<file path="src/design/jac_axis.sv">
// Per-axis normalization against the fractional center and center adaptation.
module jac_axis #(
   parameter int ADC_BITS = 12
) (
   input  logic [ADC_BITS-1:0]  sample,
   input  logic [ADC_BITS+15:0] center,
   input  logic [15:0]          inv_half_span,
   input  logic [15:0]          recenter_gain,
   input  logic [14:0]          recenter_band,
   output logic signed [ADC_BITS+5:0] norm,
   output logic [ADC_BITS+15:0] center_next
);
   logic signed [ADC_BITS+16:0] offset;
   logic signed [ADC_BITS+33:0] prod_norm;
   logic signed [ADC_BITS+33:0] prod_gain;
   logic signed [ADC_BITS+17:0] update;
   logic        [ADC_BITS+5:0]  norm_mag;
   logic                        adapt;

   always_comb begin
      offset    = $signed({1'b0, sample, 16'd0}) - $signed({1'b0, center});
      prod_norm = offset * $signed({1'b0, inv_half_span});
      prod_gain = offset * $signed({1'b0, recenter_gain});
      norm      = prod_norm[ADC_BITS+33:28];
      update    = prod_gain[ADC_BITS+33:16];
      norm_mag  = norm[ADC_BITS+5] ? (ADC_BITS+6)'(0) - norm : norm;
      adapt     = 32'(norm_mag) < 32'(recenter_band);
      center_next = adapt ? center + update[ADC_BITS+15:0] : center;
   end

endmodule

</file>
<file path="config.mk">
export PLATFORM = sky130hd
export DESIGN_NAME = jac_axis
export DESIGN_NICKNAME = d
export VERILOG_FILES = /design/src/design/jac_axis.sv
export SDC_FILE = /design/constraint.sdc
export NUM_CORES = 2
export LEC_CHECK = 0
export CAP_MARGIN = 20
export CORE_MARGIN = 4
export CORE_UTILIZATION = 37
export DETAILED_ROUTE_END_ITERATION = 8
export DONT_BUFFER_PORTS = 1
export PLACE_DENSITY = 0.64
export SETUP_SLACK_MARGIN = 0.4
export SYNTH_ARGS = -nofsm -noshare
export SYNTH_HDL_FRONTEND = slang
export SYNTH_SLANG_ARGS = --single-unit
</file>
<file path="constraint.sdc">
create_clock -name vclk -period 11.95
set_input_delay 1.195 -clock vclk [all_inputs]
set_output_delay 1.195 -clock vclk [all_outputs]
set_load 0.02 [all_outputs]
</file>
==> impl_metrics.toml <==
[outcome]
status = "complete, but fails checks"
failed_checks = "negative setup slack"

[finish]
syn_to_final_growth_pct = 17.8
design.seq.count = 0
drive_above_1_share_pct = 15.9
nets = 5562
nClkBuffers = 0
layout.cells.non_filler = 5570
nFillCells = 9090
stdcell_area_um2 = 40800
seq_area_um2 = 0

[critical_path]
path_max_fanout = 34
crit_required_ns = 10.76
crit_top_cell = "a21o_1"
slowest_stage = "fa_1"
worst_setup_path_start_kind = "input port"
cpPeakStageDelay_ns = 0.54
crit_type = "input port to primary output"
end_kind = "primary output"
worstPathArrival_ns = 11.62

[floorplan]
fp.dieW_um = 314
num_rows = 111
initial_core_util_pct = 37.6
die_h_um = 314
core_area_um2 = 92200
io_pins = 133
dieArea_um2 = 98600

[grt]
grt_use_met2_pct = 34.0
grt_pass1_wl_mm = 152
grt_max_degree = 35
grt.busiest_layer = "met2"
grt_usage_pct = 18.9
grt.overflow.total = 0
grt_util_met1_pct = 24.3
grtUsageMet3_pct = 1.38
first_global_vias = 30000
antenna_found_initial = 0

[logic_synthesis]
syn_nets = 5256
yosysSeqAreaShare_pct = 0
synthTopCellsByArea = "fa_1 51%, inv_1 11%, ha_1 9.7%"
yosys_warnings = 0
syn_inst = 4022
synth_cell_type_count = 77
syn_area_um2 = 34600
syn_avg_cell_area_um2 = 8.61
synth_top_area_share_pct = 50.8
yosys.area.top_type = "fa_1"

[routing]
viasPerCell = 4.84
ant_nets = 0
drc = 0
wl_per_cell_um = 16.2
drt_iter0_drc = 1228
vias = 26900
drt_wl_total_mm = 90.0
dr.pass1.iters = 6

[placement]
port_buffers = 0
placed_area_um2 = 39800
dp_cells = 5535
place_hpwl_mm = 75.6
gp_congestion = 0.854

[min_path]
min_path_cells = 2
min_from = "center[3]"
hp-class = "input port to primary output"
whs_endpoint = "center_next[3]"

[sta]
maxSlewViolCount = 0
fmax_mhz = 78.0
tightest_slew_ns = 0.905
rsz0062_at_grt = "true"
hold_ws_ns = 2.55
slew-limit-headroom_pct = 39.3
period_needed_ns = 12.81
setup_violations = 28
hold_viol = 0
setup_slack_ns = -0.865
fin_crit_sh_pct = 107

[cts]
hold_buffers = 0

[run]
drv_cap = 0
-- cell type report --
type | count | area (µm²) | area share, %
well taps | 1243 | 1560 | 3.81
repair buffers | 498 | 4310 | 10.6
inverters | 1050 | 3950 | 9.68
multi-input cells | 2778 | 31000 | 75.9
diodes | 1 | 2.50 | 0.00614
-- logic make-up (layout without fill, tap and decap cells) --
kind of cell | count (synthesis) | after routing | share of synthesized area (%)
and+or+nand+nor | 1187 | 1187 | 16.3
xor gates and xnor gates | 118 | 118 | 3.05
AOI/OAI and AO/OA | 316 | 316 | 6.23
muxes | 10 | 10 | 0.372
other | 0 | 1 | 0
buffers and inverters | 1244 | 1548 | 13.6
adders and majority gates | 1147 | 1147 | 60.5
-- metal layers --
metal	share of wire [%]	vias to the layer above
li1	-	12300
met1	41	13900
met2	52	576
met3	4.1	128
met4	3.6	0
met5	0	-
-- synth_stat cells (4+ instances only) --
cell type,instances
a211o_1,11
o21ai_0,54
o21a_1,24
nand2b_1,4
clkbuf_1,188
a21oi_1,77
o21bai_1,11
o31ai_1,5
a21o_1,45
xor2_1,39
o22ai_1,4
a221oi_1,4
nor4_1,8
a31oi_1,9
a2111oi_0,6
nor2_1,73
o211ai_1,5
inv_1,1050
nand3_1,20
nand4_1,15
nor2b_1,13
or3_1,5
and2_1,346
nand2_1,643
fa_1,879
nor3_1,24
mux2_4,5
ha_1,268
o2111ai_1,5
o21ai_1,6
and4_1,8
a211oi_1,14
and3_1,10
xnor2_1,77
-- worst max-delay path: cells and delay by family --
| kind | cells | cell delay [ns] |
|---|---|---|
| adder cells (fa/ha/maj) | 8 | 3.60 |
| AO/OA/AOI/OAI | 21 | 3.49 |
| AND/OR/NAND/NOR | 9 | 1.54 |
| buffers and inverters | 10 | 1.02 |
| XOR/XNOR | 3 | 0.40 |
| multiplexers | 1 | 0.34 |
-- metrics by stage --
| step | setup TNS, ns | setup slack, ns | utilization, % |
|---|---|---|---|
| after global routing | -35.19 | -1.34 | 44.2 |
| after floorplan | -1.62 | -0.107 | - |
| after global placement | -22.58 | -0.909 | 43.2 |
| after detailed placement | -27.37 | -1.10 | 43.2 |
| after CTS | -16.54 | -0.669 | 43.8 |
| final | -21.58 | -0.865 | 44.2 |
-- layout by cell type (no fill, tap or decap), types with 7 or more instances in the layout --
cell and n:
xnor2_1 60, ha_4 14, nor2_1 65, nor2b_1 13
nand2_2 12, o21ai_2 8, xor2_2 13, buf_12 32
and4_1 7, and2_4 8, o21a_1 24, a21oi_2 12
nor2_4 7, a21oi_4 9, nand3_1 18, a21oi_1 59
mux2_4 8, a211oi_1 10, xor2_1 26, a31oi_1 7
o21ai_0 39, fa_1 872, nand2_1 628, inv_1 1035
o21ai_1 12, buf_4 437, a211o_1 10, and2_1 338
nand4_1 15, a21o_1 45, inv_2 13, fa_2 7
nor3_1 22, o21bai_1 10, buf_6 21, ha_1 253
xnor2_2 17, and3_1 9
-- worst max path at each step --
| stage | cells past startpoint | endpoint | slack, ns | from |
|---|---|---|---|---|
| finish | 52 | center_next[13] | -0.86 | center[0] |
| global route | 52 | center_next[15] | -1.34 | center[8] |
| CTS | 49 | center_next[26] | -0.67 | center[7] |
| detailed placement | 49 | center_next[2] | -1.10 | center[7] |
| global placement | 49 | center_next[3] | -0.91 | center[7] |
| floorplan | 47 | center_next[10] | -0.11 | sample[1] |
-- what timing repair did --
item	in CTS	in global routing
pin swaps	57	47
setup endpoints to repair	28	28
gates cloned	2	1
hold endpoints to repair	0	0
gates resized for setup	61	79
setup buffers	23	8
Power is not shown: default switching activity piles up to over one toggle a cycle in this logic, so the estimate is an artifact.
