===== config.mk =====
export PLATFORM = sky130hd
export DESIGN_NAME = jac_csr_flat
export DESIGN_NICKNAME = d
export VERILOG_FILES = /design/src/design/jac_pkg.sv /design/src/design/jac_ifs.sv /design/src/design/jac_csr.sv /design/src/flat_wrapper.sv
export SDC_FILE = /design/constraint.sdc
export NUM_CORES = 1
export LEC_CHECK = 0
export ABC_AREA = 1
export BUFFER_PORTS_ARGS = -buffer_cell sky130_fd_sc_hd__clkbuf_2
export CORE_ASPECT_RATIO = 1.5
export CORE_MARGIN = 3
export CORE_UTILIZATION = 35
export DETAILED_ROUTE_END_ITERATION = 10
export PLACE_DENSITY = 0.68
export SLEW_MARGIN = 30
export SYNTH_ARGS = -nofsm -noshare
export SYNTH_HDL_FRONTEND = slang
export SYNTH_SLANG_ARGS = --single-unit

===== constraint.sdc =====
create_clock -name clock -period 1.97 [get_ports clock]
set_clock_uncertainty 0.2 [all_clocks]
set_input_delay 0.197 -clock clock [delete_from_list [all_inputs] [get_ports clock]]
set_output_delay 0.197 -clock clock [all_outputs]
set_load 0.02 [all_outputs]

===== src/design/jac_pkg.sv =====
// Shared types and constants of the joystick auto-centering conditioner.
package jac_pkg;

   localparam int CSR_IDX_W  = 3;
   localparam int CSR_DATA_W = 16;

   localparam logic [CSR_IDX_W-1:0] CSR_INV_HALF_SPAN  = 3'd0;
   localparam logic [CSR_IDX_W-1:0] CSR_RECENTER_BAND  = 3'd1;
   localparam logic [CSR_IDX_W-1:0] CSR_RECENTER_GAIN  = 3'd2;
   localparam logic [CSR_IDX_W-1:0] CSR_MOVE_THRESHOLD = 3'd3;
   localparam logic [CSR_IDX_W-1:0] CSR_HOLD_KICK      = 3'd4;
   localparam logic [CSR_IDX_W-1:0] CSR_LOST_STREAK    = 3'd5;
   localparam logic [CSR_IDX_W-1:0] CSR_ORIENT_MODE    = 3'd6;

   localparam logic [1:0] FUNC_SAMPLE = 2'd0;
   localparam logic [1:0] FUNC_FAIL   = 2'd1;
   localparam logic [1:0] FUNC_BIND   = 2'd2;
   localparam logic [1:0] FUNC_DETACH = 2'd3;

   localparam int ONE_Q14   = 16384;
   localparam int FAIL_MAX  = 15;
   localparam int ORIENT_SWAP  = 0;
   localparam int ORIENT_INV_X = 1;
   localparam int ORIENT_INV_Y = 2;

   typedef struct packed {
      logic [15:0] inv_half_span;
      logic [14:0] recenter_band;
      logic [15:0] recenter_gain;
      logic [11:0] move_threshold;
      logic [14:0] hold_kick;
      logic [3:0]  lost_streak;
      logic [2:0]  orient_mode;
   } cfg_type;

endpackage


===== src/design/jac_ifs.sv =====


interface jac_csr_if;
   import jac_pkg::*;
   logic                  valid;
   logic                  ready;
   logic [CSR_IDX_W-1:0]  index;
   logic [CSR_DATA_W-1:0] data;
   modport source (output valid, output index, output data, input ready);
   modport sink   (input valid, input index, input data, output ready);
endinterface


===== src/design/jac_csr.sv =====
// Configuration register file of the conditioner.
module jac_csr (
   input  logic             clock,
   input  logic             reset,
   jac_csr_if.sink          csr_ch,
   output jac_pkg::cfg_type cfg
);
   import jac_pkg::*;

   cfg_type cfg_ff;

   assign csr_ch.ready = 1'b1;
   assign cfg          = cfg_ff;

   always_ff @(posedge clock) begin
      if (reset) begin
         cfg_ff.inv_half_span  <= 16'd32768;
         cfg_ff.recenter_band  <= 15'd1638;
         cfg_ff.recenter_gain  <= 16'd655;
         cfg_ff.move_threshold <= 12'd40;
         cfg_ff.hold_kick      <= 15'd4915;
         cfg_ff.lost_streak    <= 4'd5;
         cfg_ff.orient_mode    <= 3'd0;
      end else if (csr_ch.valid) begin
         unique case (csr_ch.index)
            CSR_INV_HALF_SPAN:  cfg_ff.inv_half_span  <= csr_ch.data;
            CSR_RECENTER_BAND:  cfg_ff.recenter_band  <= csr_ch.data[14:0];
            CSR_RECENTER_GAIN:  cfg_ff.recenter_gain  <= csr_ch.data;
            CSR_MOVE_THRESHOLD: cfg_ff.move_threshold <= csr_ch.data[11:0];
            CSR_HOLD_KICK:      cfg_ff.hold_kick      <= csr_ch.data[14:0];
            CSR_LOST_STREAK:    cfg_ff.lost_streak    <= csr_ch.data[3:0];
            CSR_ORIENT_MODE:    cfg_ff.orient_mode    <= csr_ch.data[2:0];
            default: ;
         endcase
      end
   end

endmodule


===== src/flat_wrapper.sv =====
// flat-port wrapper written by rule: the top's interface ports become plain ports
module jac_csr_flat import jac_pkg::*;
  (clock, reset, cfg, csr_ch_valid, csr_ch_index, csr_ch_data, csr_ch_ready);
  jac_csr_if csr_ch_i ();
  input  logic clock;
  input  logic reset;
  output jac_pkg::cfg_type cfg;
  input wire logic [$bits(csr_ch_i.valid)-1:0] csr_ch_valid;
  input wire logic [$bits(csr_ch_i.index)-1:0] csr_ch_index;
  input wire logic [$bits(csr_ch_i.data)-1:0] csr_ch_data;
  output wire logic [$bits(csr_ch_i.ready)-1:0] csr_ch_ready;
  assign csr_ch_i.valid = csr_ch_valid;
  assign csr_ch_i.index = csr_ch_index;
  assign csr_ch_i.data = csr_ch_data;
  assign csr_ch_ready = csr_ch_i.ready;
  jac_csr u_core (.clock(clock), .reset(reset), .csr_ch(csr_ch_i), .cfg(cfg));
endmodule

==> flow_summary_export.csv <==
group,metric,value,unit
cts,htree_levels,3,
floorplanning,die_x,83.99,um
final_layout,diodes,0,
timing,tightest_slew,671.2,ps
floorplanning,initial_core_util,0.3595,
final_layout,largest_reg_flops,81,
drt,routed_wl,9416,um
final_layout,postLayoutCoreUtil,0.4786,
critical_path,worstRegToRegCells,2,
drt,routedWlPerCell,13.91,um
place,hpwl,6842,um
power_and_ir_drop,vdd_drop_max,0.4935,mV
hold_path,hold_class,"in -> reg",
logic_synthesis,ys_warn_count,0,
global_route,grt-ovfl-total,0,
place,gp_congestion,0.8062,
logic_synthesis,synth_area,3193,um2
critical_path,cp_cell_sequence,"clkbuf_2",
cts,cts_tree,"yes",
critical_path,crit_buf_inv,1,
drt,num_vias,3249,
power_and_ir_drop,static-leakage-power,2.111,nW
floorplanning,fp.dieH,123.0,um
place,numPortBuffers,102,
timing,fin_tns_setup,0,ps
floorplanning,core,8881,um2
timing,slew-limit-headroom,0.5521,
critical_path,endpoint,"cfg[78]",
critical_path,cp.depth,1,
cts,cts_setup_buffers,0,
floorplanning,ioPinCount,104,
drt,avgViaCountPerCell,4.799,
critical_path,critPathArrivalTime,900,ps
cts,cts_inserted_buffers,9,
critical_path,rrSetupSlack,1160,ps
critical_path,crit_path_top_delay_cell,"dfxtp_1",
timing,rsz0062_at_grt,"false",
critical_path,reg2reg_to,"u_core.cfg[78]",
critical_path,critPathLaunchType,"flip-flop",
final_layout,drive_gt1_frac,0.2363,
cts,clock_sinks,81,
logic_synthesis,synth.top_cell.area_share,0.5078,
critical_path,worstPathRequired,1570,ps
logic_synthesis,synth_area_leaders,"dfxtp_1 (51%), nor2_1 (14%), nand2_1 (14%)",
cts,clk_latency,330,ps
critical_path,crit_family,"flip-flops",
timing,finalMaxSlewViolations,0,
logic_synthesis,synth_area_per_cell,7.049,um2
global_route,grt_pass1_vias,2966,
critical_path,criticalPathCategory,"reg -> out",
job,max_cap_violations,0,
cts,root_buffer,"clkbuf_16",
logic_synthesis,yosys.area.top_type,"dfxtp_1",
logic_synthesis,synth_fp_nets,475,
drt,drc,0,
global_route,antenna_found_initial,0,
timing,period_share,0.6593,
floorplanning,die_area,10330,um2
critical_path,cp-end-kind,"primary output",
drt,ant_nets,0,
critical_path,r2r-start,"u_core.cfg[78]",
global_route,grt_max_degree,49,
cts,cts_buffer_depth,2,
drt,drt_iter0_drc,228,
timing,hold_violations,0,
logic_synthesis,syn_inst,453,
critical_path,cp-startpoint,"u_core.cfg[78]",
final_layout,final_nets,584,
drt,drt_pass1_iterations,5,
timing,setup_viol_count_final,0,
floorplanning,rows,42,
final_layout,syn2layout_area_growth,33.11,%
critical_path,path_max_fanout,2,
critical_path,critPathMaxStageDelay,380,ps
outcome,status,"finished clean",
global_route,grt.total_usage,0.1863,
power_and_ir_drop,powerDensity,960.7,nW/um2
timing,min_period,1299,ps
timing,max_freq,0.7699,GHz
logic_synthesis,ys_ff_latch,81,
cts,clk_pin_slew,60,ps
logic_synthesis,ys_seq_area_frac,0.5078,
global_route,grt_pass1_wl,14790,um
logic_synthesis,synth_cell_type_count,14,
==> worst min-delay path by stage <==
stage	endpoint	depth (start not counted)	slack, ps	startpoint
finish	u_core.cfg[20]	5	60	csr_ch_data[13]
global route	u_core.cfg[78]	5	100	csr_ch_data[13]
CTS	u_core.cfg[64]	5	60	csr_ch_data[14]
detailed placement	u_core.cfg[60]	3	230	csr_ch_data[10]
global placement	u_core.cfg[41]	3	220	csr_ch_data[7]
floorplan	u_core.cfg[11]	2	110	csr_ch_data[4]
==> what timing repair did <==
action / in CTS / in global routing
hold buffers: 13 / 0
hold endpoints to repair: 24 / 0
gates resized for setup: 0 / 0
==> kinds of logic after synthesis <==
| family | synth area share |
|---|---|
| buffers and inverters | 0.07093 |
| flip-flops | 0.5078 |
| other | 0.001174 |
| AND/OR/NAND/NOR | 0.4201 |
==> per-stage QoR <==
stage	worst slack, ps	total power, W	cells	cell area (um2)	hold slack [ps]
after floorplan	800.6	0.002036	453	3193	110.2
after global placement	415.5	0.002179	648	3776	218.6
after detailed placement	356.5	0.002187	648	3776	231.9
after CTS	660.3	0.004109	677	4250	59.83
after global routing	538.9	0.004225	677	4250	104.5
final	671.2	0.004083	677	4250	59.92
==> cells in the mapped netlist <==
cell type	number
nand2_1	116
nand2_2	1
inv_2	2
dfxtp_1	81
buf_4	10
buf_2	7
nor2_1	121
clkbuf_1	2
nand3_1	81
buf_1	6
conb_1	1
inv_1	21
nor2_2	1
nor2_4	3
==> area by class of cell <==
class,instances,area [um2]
multi-input combinational,324,1348
clock buffer,10,239.0
fill,917,4631
inverter,23,86.33
timing repair buffer,123,713.2
sequential,81,1622
tap,110,137.6
clock inverter,6,105.1
==> routing by layer <==
layer | routed length (um) | track usage | vias to the layer above
met5 | 0 | 0 | -
met4 | 248 | 0.08551 | 0
met3 | 612 | 0.05067 | 15
met2 | 4671 | 0.3197 | 133
met1 | 3883 | 0.2165 | 1479
li1 | - | - | 1622
==> layout by cell type, fill, tap and decap left out, drive strengths merged <==
cell type and instances:
conb 1, clkbuf 112, dfxtp 81, nand3 81
buf 8, nand2 117, clkinv 3, nor2 125
dlygate4sd3 13, bufinv 3, inv 23
==> power by group <==
| part | leakage, nW | switching (W) | internal, W |
|---|---|---|---|
| combinational | 1.28 | 0.000296 | 0.000145 |
| clock | 0.172 | 0.000647 | 0.00126 |
| sequential | 0.659 | 0.0000335 | 0.00170 |
| total | 2.11 | 0.000976 | 0.00311 |
No activity file was read; power rests on OpenSTA's default activity.
